### src/rtl/core/tirf_pkg.sv
`timescale 1ns / 1ps

package tirf_pkg;

	localparam logic [7:0] BYTE_IAC = 8'hFF;
	localparam logic [7:0] BYTE_NOP = 8'hF1;
	localparam logic [7:0] BYTE_SB  = 8'hFA;
	localparam logic [7:0] OPT_NAWS = 8'h1F;
	localparam logic [7:0] BYTE_CR  = 8'h0D;
	localparam logic [7:0] BYTE_LF  = 8'h0A;
	localparam logic [7:0] BYTE_NUL = 8'h00;

	localparam logic KIND_DATA = 1'b0;
	localparam logic KIND_NAWS = 1'b1;

	typedef struct packed {
		logic        kind;
		logic [7:0]  data_byte;
		logic [15:0] win_cols;
		logic [15:0] win_rows;
	} tirf_res_t;

endpackage

### src/rtl/core/tirf_parser.sv
`timescale 1ns / 1ps

module tirf_parser import tirf_pkg::*; (
	input  logic       clk,
	input  logic       arst_n,
	input  logic       step,
	input  logic [7:0] rx_byte_s1,
	output logic       res_hit,
	output tirf_res_t  res
);

	typedef enum logic [2:0] {
		MODE_NORMAL,
		MODE_AFTER_CR,
		MODE_IAC,
		MODE_CMD_ARG,
		MODE_SB_OPT,
		MODE_SIZE,
		MODE_TRAIL1,
		MODE_TRAIL2
	} mode_t;

	mode_t       mode_q, mode_d;
	logic [1:0]  cnt_q, cnt_d;
	logic [31:0] acc_q, acc_d;

	always_comb begin
		mode_d  = mode_q;
		cnt_d   = cnt_q;
		acc_d   = acc_q;
		res_hit = 1'b0;
		res     = '0;
		case (mode_q)
			MODE_IAC: begin
				if (rx_byte_s1 == BYTE_NOP) begin
					mode_d = MODE_NORMAL;
				end else if (rx_byte_s1 == BYTE_IAC) begin
					mode_d         = MODE_NORMAL;
					res_hit        = 1'b1;
					res.kind       = KIND_DATA;
					res.data_byte  = BYTE_IAC;
				end else if (rx_byte_s1 == BYTE_SB) begin
					mode_d = MODE_SB_OPT;
				end else begin
					mode_d = MODE_CMD_ARG;
				end
			end
			MODE_CMD_ARG: begin
				mode_d = MODE_NORMAL;
			end
			MODE_SB_OPT: begin
				if (rx_byte_s1 == OPT_NAWS) begin
					mode_d = MODE_SIZE;
					cnt_d  = '0;
					acc_d  = '0;
				end else begin
					mode_d = MODE_NORMAL;
				end
			end
			MODE_SIZE: begin
				acc_d = {acc_q[23:0], rx_byte_s1};
				cnt_d = cnt_q + 2'd1;
				if (cnt_q == 2'd3) begin
					mode_d = MODE_TRAIL1;
				end
			end
			MODE_TRAIL1: begin
				mode_d = MODE_TRAIL2;
			end
			MODE_TRAIL2: begin
				mode_d       = MODE_NORMAL;
				res_hit      = 1'b1;
				res.kind     = KIND_NAWS;
				res.win_cols = acc_q[31:16];
				res.win_rows = acc_q[15:0];
			end
			default: begin
				// normal data, or CR pending: LF/NUL after CR is swallowed
				if (mode_q == MODE_AFTER_CR &&
				    (rx_byte_s1 == BYTE_LF || rx_byte_s1 == BYTE_NUL)) begin
					mode_d = MODE_NORMAL;
				end else if (rx_byte_s1 == BYTE_IAC) begin
					mode_d = MODE_IAC;
				end else begin
					mode_d        = (rx_byte_s1 == BYTE_CR) ? MODE_AFTER_CR : MODE_NORMAL;
					res_hit       = 1'b1;
					res.kind      = KIND_DATA;
					res.data_byte = rx_byte_s1;
				end
			end
		endcase
	end

	always_ff @(posedge clk or negedge arst_n) begin
		if (!arst_n) begin
			mode_q <= MODE_NORMAL;
			cnt_q  <= '0;
			acc_q  <= '0;
		end else if (step) begin
			mode_q <= mode_d;
			cnt_q  <= cnt_d;
			acc_q  <= acc_d;
		end
	end

endmodule

### src/rtl/core/tirf_out_reg.sv
`timescale 1ns / 1ps

module tirf_out_reg import tirf_pkg::*; (
	input  logic      clk,
	input  logic      arst_n,
	input  logic      load,
	input  tirf_res_t res_d,
	output logic      slot_free,
	output logic      res_valid,
	input  logic      res_ready,
	output tirf_res_t res_q
);

	logic valid_q;

	assign slot_free = !valid_q || res_ready;
	assign res_valid = valid_q;

	always_ff @(posedge clk or negedge arst_n) begin
		if (!arst_n) begin
			valid_q <= 1'b0;
		end else if (slot_free) begin
			valid_q <= load;
		end
	end

	always_ff @(posedge clk) begin
		if (slot_free && load) begin
			res_q <= res_d;
		end
	end

endmodule

### src/rtl/core/telnet_iac_rx_filter_top.sv
`timescale 1ns / 1ps
// Telnet receive filter: strips IAC commands, swallows LF/NUL after CR, reports NAWS.
// Path: rx beat into the input register (rx_byte_s1), then any result into the result register (res_q).
// Throughput: one byte per cycle while the result side takes beats every cycle.
// Reset: arst_n asynchronous, active low; clears parse mode, size count/accumulator,
// and both valid flags.

module telnet_iac_rx_filter_top import tirf_pkg::*; (
	input  logic        clk,
	input  logic        arst_n,
	input  logic        rx_valid,
	output logic        rx_ready,
	input  logic [7:0]  rx_byte,
	output logic        res_valid,
	input  logic        res_ready,
	output logic        kind,
	output logic [7:0]  data_byte,
	output logic [15:0] win_cols,
	output logic [15:0] win_rows
);

	logic       valid_s1;
	logic [7:0] rx_byte_s1;
	logic       slot_free;
	logic       step;
	logic       res_hit;
	tirf_res_t  res_d;
	tirf_res_t  res_q;

	assign step     = valid_s1 && slot_free;
	assign rx_ready = !valid_s1 || slot_free;

	always_ff @(posedge clk or negedge arst_n) begin
		if (!arst_n) begin
			valid_s1 <= 1'b0;
		end else if (rx_ready) begin
			valid_s1 <= rx_valid;
		end
	end

	always_ff @(posedge clk) begin
		if (rx_ready && rx_valid) begin
			rx_byte_s1 <= rx_byte;
		end
	end

	tirf_parser u_parser (
		.clk        (clk),
		.arst_n     (arst_n),
		.step       (step),
		.rx_byte_s1 (rx_byte_s1),
		.res_hit    (res_hit),
		.res        (res_d)
	);

	tirf_out_reg u_out_reg (
		.clk       (clk),
		.arst_n    (arst_n),
		.load      (valid_s1 && res_hit),
		.res_d     (res_d),
		.slot_free (slot_free),
		.res_valid (res_valid),
		.res_ready (res_ready),
		.res_q     (res_q)
	);

	assign kind      = res_q.kind;
	assign data_byte = res_q.data_byte;
	assign win_cols  = res_q.win_cols;
	assign win_rows  = res_q.win_rows;

endmodule

### config.mk
export PLATFORM = sky130hd
export DESIGN_NAME = telnet_iac_rx_filter_top
export DESIGN_NICKNAME = d
export VERILOG_FILES = /design/src/rtl/core/tirf_pkg.sv /design/src/rtl/core/tirf_parser.sv /design/src/rtl/core/tirf_out_reg.sv /design/src/rtl/core/telnet_iac_rx_filter_top.sv
export SDC_FILE = /design/constraint.sdc
export NUM_CORES = 1
export LEC_CHECK = 0
export BUFFER_PORTS_ARGS = -buffer_cell sky130_fd_sc_hd__buf_2
export CORE_MARGIN = 2
export CORE_UTILIZATION = 30
export CTS_BUF_LIST = sky130_fd_sc_hd__clkbuf_4 sky130_fd_sc_hd__clkbuf_8
export CTS_CLUSTER_DIAMETER = 200
export DETAILED_ROUTE_END_ITERATION = 10
export SKIP_LAST_GASP = 1
export SLEW_MARGIN = 30
export SYNTH_ARGS = -nofsm -noshare
export SYNTH_HDL_FRONTEND = slang
export SYNTH_SLANG_ARGS = --single-unit
### constraint.sdc
create_clock -name clk -period 4.6 [get_ports clk]
set_input_delay 1.15 -clock clk [delete_from_list [all_inputs] [get_ports clk]]
set_output_delay 1.15 -clock clk [all_outputs]
set_load 0.05 [all_outputs]
==> qor.yml, run 1 <==
status:
  status: "finished clean"
hold_path:
  hold_start: "u_parser.acc_q[27]"
  hold_path_depth: 1
  hp-class: "flip-flop to flip-flop"
  holdPathEnd: "u_parser.acc_q[27]"
final_layout:
  nets: 297
  drive_gt1_frac: 0.3045
  stdcell_count: 432
  multi_input_area_um2: 947.2
  syn2layout_area_growth_pct: 17.07
  ff_latch_area_mm2: 0.002447
  fillers: 1101
  stdcell_area_mm2: 0.004085
  n_antenna_cell: 0
global_routing:
  grt_pass1_wl_um: 10740
  grt_antenna_before_repair: 0
  grt_max_degree: 40
  grt_use_total: 0.1092
  grt_pass1_vias: 2061
  gr-total-overflow: 0
yosys:
  yosysUniqueCellTypes: 47
  syn_inst: 233
  syn_area_per_cell_um2: 14.98
  synth_flop_cell: "edfxtp_1"
  yosys_warnings: 0
  ys_seq_area_frac: 0.7013
  syn_nets: 246
  ys_async_sr_fraction: 0.4432
  synth_edf_count: 49
  syn_area_mm2: 0.003490
  synth-seq-cells: 88
timing:
  max_freq_ghz: 0.3253
  fin_crit_sh: 0.6683
  worst_slack_ns: 1.526
  skew_ns: 0.01188
  rsz0062_at_grt: "no"
  maxSlewHeadroom: 0.5268
  setup_tns_ns: 0
  holdWs_ns: 0.5074
  slew_viol_final: 0
  period_needed_ns: 3.074
  final_hold_viol_count: 0
  setup_viol: 0
  worst_pin_slew_ns: 0.7081
setup_path:
  cpLargestDelayFamily: "simple AND/OR/NAND/NOR gates"
  timing.rr.end: "u_out_reg.res_q[13]"
  cp_data_required_time_ns: 3.45
  slowest_stage: "or2_2"
  path_class: "input port to primary output"
  end_kind: "primary output"
  worstReg2RegStart: "rx_byte_s1[4]"
  worst_path_largest_cell_delay_ns: 0.30
  path_common_cell: "buf_2"
  start_kind: "input port"
  r2r_setup_slack_ns: 1.70
  arrival_ns: 1.92
  path_max_fanout: 4
  crit_chain: "buf_2 > nand2b_1 > or2_2 > buf_2"
  cp_num_buf_inv: 2
  r2r_cells: 5
power_and_ir_drop:
  p_int_w: 0.001117
  share_comb_of_total_power: 0.112
  seqPwrFrac: 0.572
  p_clk_frac: 0.316
  power_density_mw_per_mm2: 379.6
  switching_share: 0.2795
  switchingPower_w: 0.0004335
  ir_drop_uv: 147.0
  leakagePower_nw: 1.760
clocking:
  cts_root_buffer: "clkbuf_8"
  tritoncts: "done"
  ctsResizeCount: 0
  cts_setup_buffers: 0
  cts_max_level: 3
  cts_hold_buf: 0
  clk_latency_ns: 0.35
  cts_sinks: 88
  clockBufferDepth: 2
  clk_pin_slew_worst_paths_ns: 0.09
  cts_buffers: 9
routing:
  ant_nets: 0
  drt-total-wl_um: 6293
  avgViaCountPerCell: 4.637
  num_vias: 2003
  drt_iter0_markers: 87
  wl_per_cell_um: 14.57
  drtPass1Iterations: 4
  drc: 0
placement:
  hpwlAfterDp_um: 4208
  post_dp_cell_area_mm2: 0.003901
  port_buffers: 54
  placed_cells: 416
  gp_congestion: 0.8042
  dp_slack_ns: 1.526
die:
  die_x_um: 111.9
  io_pins: 55
  initial_core_util: 0.3069
  die_h_um: 111.9
  fp-row-count: 39
  die_area_mm2: 0.01251
  core_area_mm2: 0.01137
flow_run:
  drv_cap: 0
-- kinds of logic (layout without fill, tap and decap cells) --
logic type | after synthesis | in the layout | synth area share
simple gates | 67 | 67 | 0.1248
fa+ha+maj | 1 | 1 | 0.003585
xor+xnor | 1 | 1 | 0.002510
buf+inv | 20 | 76 | 0.03191
flops | 88 | 88 | 0.7013
mux | 2 | 2 | 0.006095
compound gates | 54 | 54 | 0.1298
-- synthesized netlist by cell type (all sizes together) (2+ instances only) --
cell type  number  area [um2]
edfxtp         49        1471
nor3b           3       27.52
a22o           33       290.3
buf             7       62.55
or4bb           2       22.52
or4             2       18.77
nand4           2       12.51
and2           34       212.7
or2             2       12.51
o21ai           2       10.00
nand2b          3       18.77
dfrtp          39       975.9
clkbuf         11       41.29
nand2           4       15.01
and3            2       17.52
nand3           2       10.01
a21o            9       67.56
inv             2       7.510
nor3            4       25.02
nor2            3       11.26
-- how the worst max path moves through the flow --
stage | from | to | slack [ns] | cells past startpoint
floorplan | res_ready | u_out_reg.res_q[0] | 1.0 | 3
global placement | res_ready | rx_ready | 1.53 | 4
detailed placement | res_ready | rx_ready | 1.53 | 4
CTS | res_ready | rx_ready | 1.52 | 4
global route | res_ready | rx_ready | 1.48 | 4
finish | res_ready | rx_ready | 1.53 | 4
-- flip-flops by register name (all words and copies together), names as in the netlist --
name and cells:
valid_s1 1, u_out_reg.res_valid 1, u_parser.acc_q 32, u_parser.cnt_q 2
rx_byte_s1 8, u_parser.mode_q 3, u_out_reg.res_q 41
-- per-stage QoR --
| stage | utilization | power [W] |
|---|---|---|
| finish | 0.3593 | 0.001551 |
| global route | 0.3593 | 0.001614 |
| CTS | 0.3591 | 0.001572 |
| detailed placement | 0.3431 | 0.001081 |
| global placement | 0.3407 | 0.001075 |
| floorplan | - | 0.001033 |
-- cell type report --
type,instances,share of cell area
Clock inverter,6,0.01225
Inverter,2,0.001838
Timing Repair Buffer,58,0.07902
Clock buffer,10,0.03216
Multi-Input combinational cell,125,0.2319
Sequential cell,88,0.5991
Tap cell,143,0.04380
-- cells in the final DEF, fill, tap and decap left out, drive strengths merged, types with 3 or more instances in the layout --
master  synthesis  layout
a21o            9       9
a22o           33      33
and2           34      34
buf             7      58
clkbuf         11      10
dfrtp          39      39
edfxtp         49      49
inv             2       5
nand2           4       4
nand2b          3       3
nor2            3       3
nor3            4       4
nor3b           3       3
-- worst reg2reg max path, stage by stage, from the launching register on --
cell and delay [ns]:
edfxtp_1 0.46, or4_1 0.59, or4_4 0.55, a311oi_1 0.55, nor2_4 0.26, buf_16 0.25
-- power by group through the flow --
stage | combinational (W) | sequential [W] | clock (W)
2_1_floorplan | 0.0000428 | 0.000990 | 0
3_3_place_gp | 0.000170 | 0.000905 | 0
3_5_place_dp | 0.000176 | 0.000905 | 0
4_1_cts | 0.000177 | 0.000888 | 0.000507
5_1_grt | 0.000184 | 0.000893 | 0.000537
6_report | 0.000174 | 0.000887 | 0.000490
-- routing by layer --
layer,up-vias,track usage,part of all wire
li1,982,-,-
met3,6,0.03756,0.050
met4,0,0.03210,0.0097
met1,966,0.1471,0.49
met2,49,0.1681,0.45
met5,-,0,0
Power figures use the tool's default switching activity.
==> run 2, diff against run 1 <==
clock period = 2.54 ns   (was 4.6 ns; I/O delays follow)
==> run 2 against run 1 <==
Against the previous run:
- worst hold slack lost 0.28 ns
- sequential power grew 80%
- flip-flop and latch count is the same
- global-route usage shrank 0.19 points
- largest power group unchanged
- highest routed layer unchanged
- critical endpoint is now u_out_reg.res_q[33]
- clock power grew 110%
- critical path depth grew 2
==> qor.yml, run 2 (synthesized netlist as in run 1, its figures left out) <==
setup_path:
  end_kind: "flip-flop"
  worst_path_largest_cell_delay_ns: 0.54
  worstReg2RegStart: "rx_byte_s1[7]"
  path_max_fanout: 12
  arrival_ns: 2.59
  cp_data_required_time_ns: 2.66
  r2r_setup_slack_ns: 0.08
  cpLargestDelayFamily: "simple AND/OR/NAND/NOR gates"
  timing.rr.end: "u_out_reg.res_q[33]"
  cp_num_buf_inv: 2
  r2r_cells: 6
  path_class: "flip-flop to flip-flop"
  start_kind: "flip-flop"
  crit_chain: "or4_1 > or4_4 > a311oi_2 > buf_4 > nor2_4 > clkbuf_16"
  slowest_stage: "or4_4"
die:
  core_area_mm2: 0.01137
  die_area_mm2: 0.01251
  initial_core_util: 0.3069
  die_x_um: 111.9
  die_h_um: 111.9
  fp-row-count: 39
  io_pins: 55
power_and_ir_drop:
  ir_drop_uv: 290.2
  seqPwrFrac: 0.538
  leakagePower_nw: 1.885
  switching_share: 0.2725
  p_clk_frac: 0.341
  p_int_w: 0.002159
  power_density_mw_per_mm2: 687.9
  switchingPower_w: 0.0008088
  power.total_w: 0.002968
  share_comb_of_total_power: 0.121
routing:
  drtPass1Iterations: 6
  drt-total-wl_um: 6980
  avgViaCountPerCell: 4.765
  num_vias: 2154
  wl_per_cell_um: 15.44
  drc: 0
  ant_nets: 0
  drt_iter0_markers: 91
final_layout:
  max_flop_register: "u_out_reg.res_q"
  fillers: 1087
  n_antenna_cell: 0
  multi_input_area_um2: 959.7
  stdcell_count: 452
  final_cell_mix: "buf_2 (53), edfxtp_1 (49), dfrtp_1 (39)"
  reg_top3: "u_out_reg.res_q x41, u_parser.acc_q x32, rx_byte_s1 x8"
  nets: 317
  syn2layout_area_growth_pct: 23.63
  largest_reg_flops: 41
  post-route-util: 0.3794
  stdcell_area_mm2: 0.004314
  drive_gt1_frac: 0.3528
  ff_latch_area_mm2: 0.002447
  layout_commonest_cell: "buf_2"
timing:
  maxSlewHeadroom: 0.5375
  slew_viol_final: 0
  skew_ns: 0.01293
  setup_viol: 0
  holdWs_ns: 0.2280
  fin_crit_sh: 0.9703
  worst_pin_slew_ns: 0.6929
  max_freq_ghz: 0.4057
  period_needed_ns: 2.465
  final_hold_viol_count: 0
clocking:
  clk_latency_ns: 0.36
  cts_max_level: 3
  cts_root_buffer: "clkbuf_8"
  cts_buffers: 9
  tritoncts: "done"
  cts_hold_buf: 0
  cts_sinks: 88
  clockBufferDepth: 2
  clk_pin_slew_worst_paths_ns: 0.09
global_routing:
  grt_pass1_wl_um: 10430
  grt_antenna_before_repair: 0
  gr-total-overflow: 0
  grt_use_total: 0.1072
  grt_max_degree: 40
  grt_pass1_vias: 2027
flow_run:
  drv_cap: 0
placement:
  hpwlAfterDp_um: 4371
  post_dp_cell_area_mm2: 0.004031
  placed_cells: 430
  gp_congestion: 0.8598
  port_buffers: 54
hold_path:
  hp-class: "input port to asynchronous set/reset pin"
status:
  status: "finished clean"
==> run 2: what timing repair did <==
item | CTS | global route
endpoints found under the setup margin | 21 | 21
buffers inserted | 1 | 2
gates resized for setup | 0 | 2
gates cloned | 0 | 3
==> run 2: worst max-delay path by stage <==
| stage | to | depth (start not counted) | startpoint | slack [ns] |
|---|---|---|---|---|
| after detailed placement | u_out_reg.res_q[31] | 6 | rx_byte_s1[5] | -0.02 |
| after floorplan | u_out_reg.res_q[0] | 4 | rx_byte_s1[4] | 0.05 |
| after global placement | u_out_reg.res_q[24] | 5 | rx_byte_s1[5] | 0.07 |
| final | u_out_reg.res_q[33] | 6 | rx_byte_s1[7] | 0.08 |
| after global routing | u_out_reg.res_q[33] | 6 | rx_byte_s1[4] | -0.002 |
| after CTS | u_out_reg.res_q[33] | 6 | rx_byte_s1[7] | 0.01 |
==> run 2: per-layer routing <==
layer	track usage	share of wire	wire length (um)
met1	0.1465	0.48	3349
met2	0.1556	0.44	3083
met3	0.03865	0.064	445
met4	0.04362	0.015	102
met5	0	0	0
==> run 2: metrics by stage <==
step | setup slack [ns] | TNS (ns)
after global placement | 0.07031 | 0
after global routing | -0.002180 | -0.002180
after detailed placement | -0.01520 | -0.2972
final | 0.07537 | 0
after floorplan | 0.04771 | 0
after CTS | 0.01491 | 0
==> run 2: area by class of cell <==
class,count,share of cell area
clock inverter,6,0.01740
sequential,88,0.5673
timing repair buffer,77,0.1177
tap,143,0.04147
inverter,2,0.001740
clock buffer,10,0.03190
multi-input combinational,126,0.2224
==> run 2: power groups by stage <==
stage / clock, W / sequential (W) / combinational (W)
3_5_place_dp: 0 / 0.00163 / 0.000344
5_1_grt: 0.00109 / 0.00160 / 0.000379
4_1_cts: 0.00104 / 0.00160 / 0.000347
2_1_floorplan: 0 / 0.00179 / 0.0000797
6_report: 0.00101 / 0.00160 / 0.000360
3_3_place_gp: 0 / 0.00163 / 0.000333
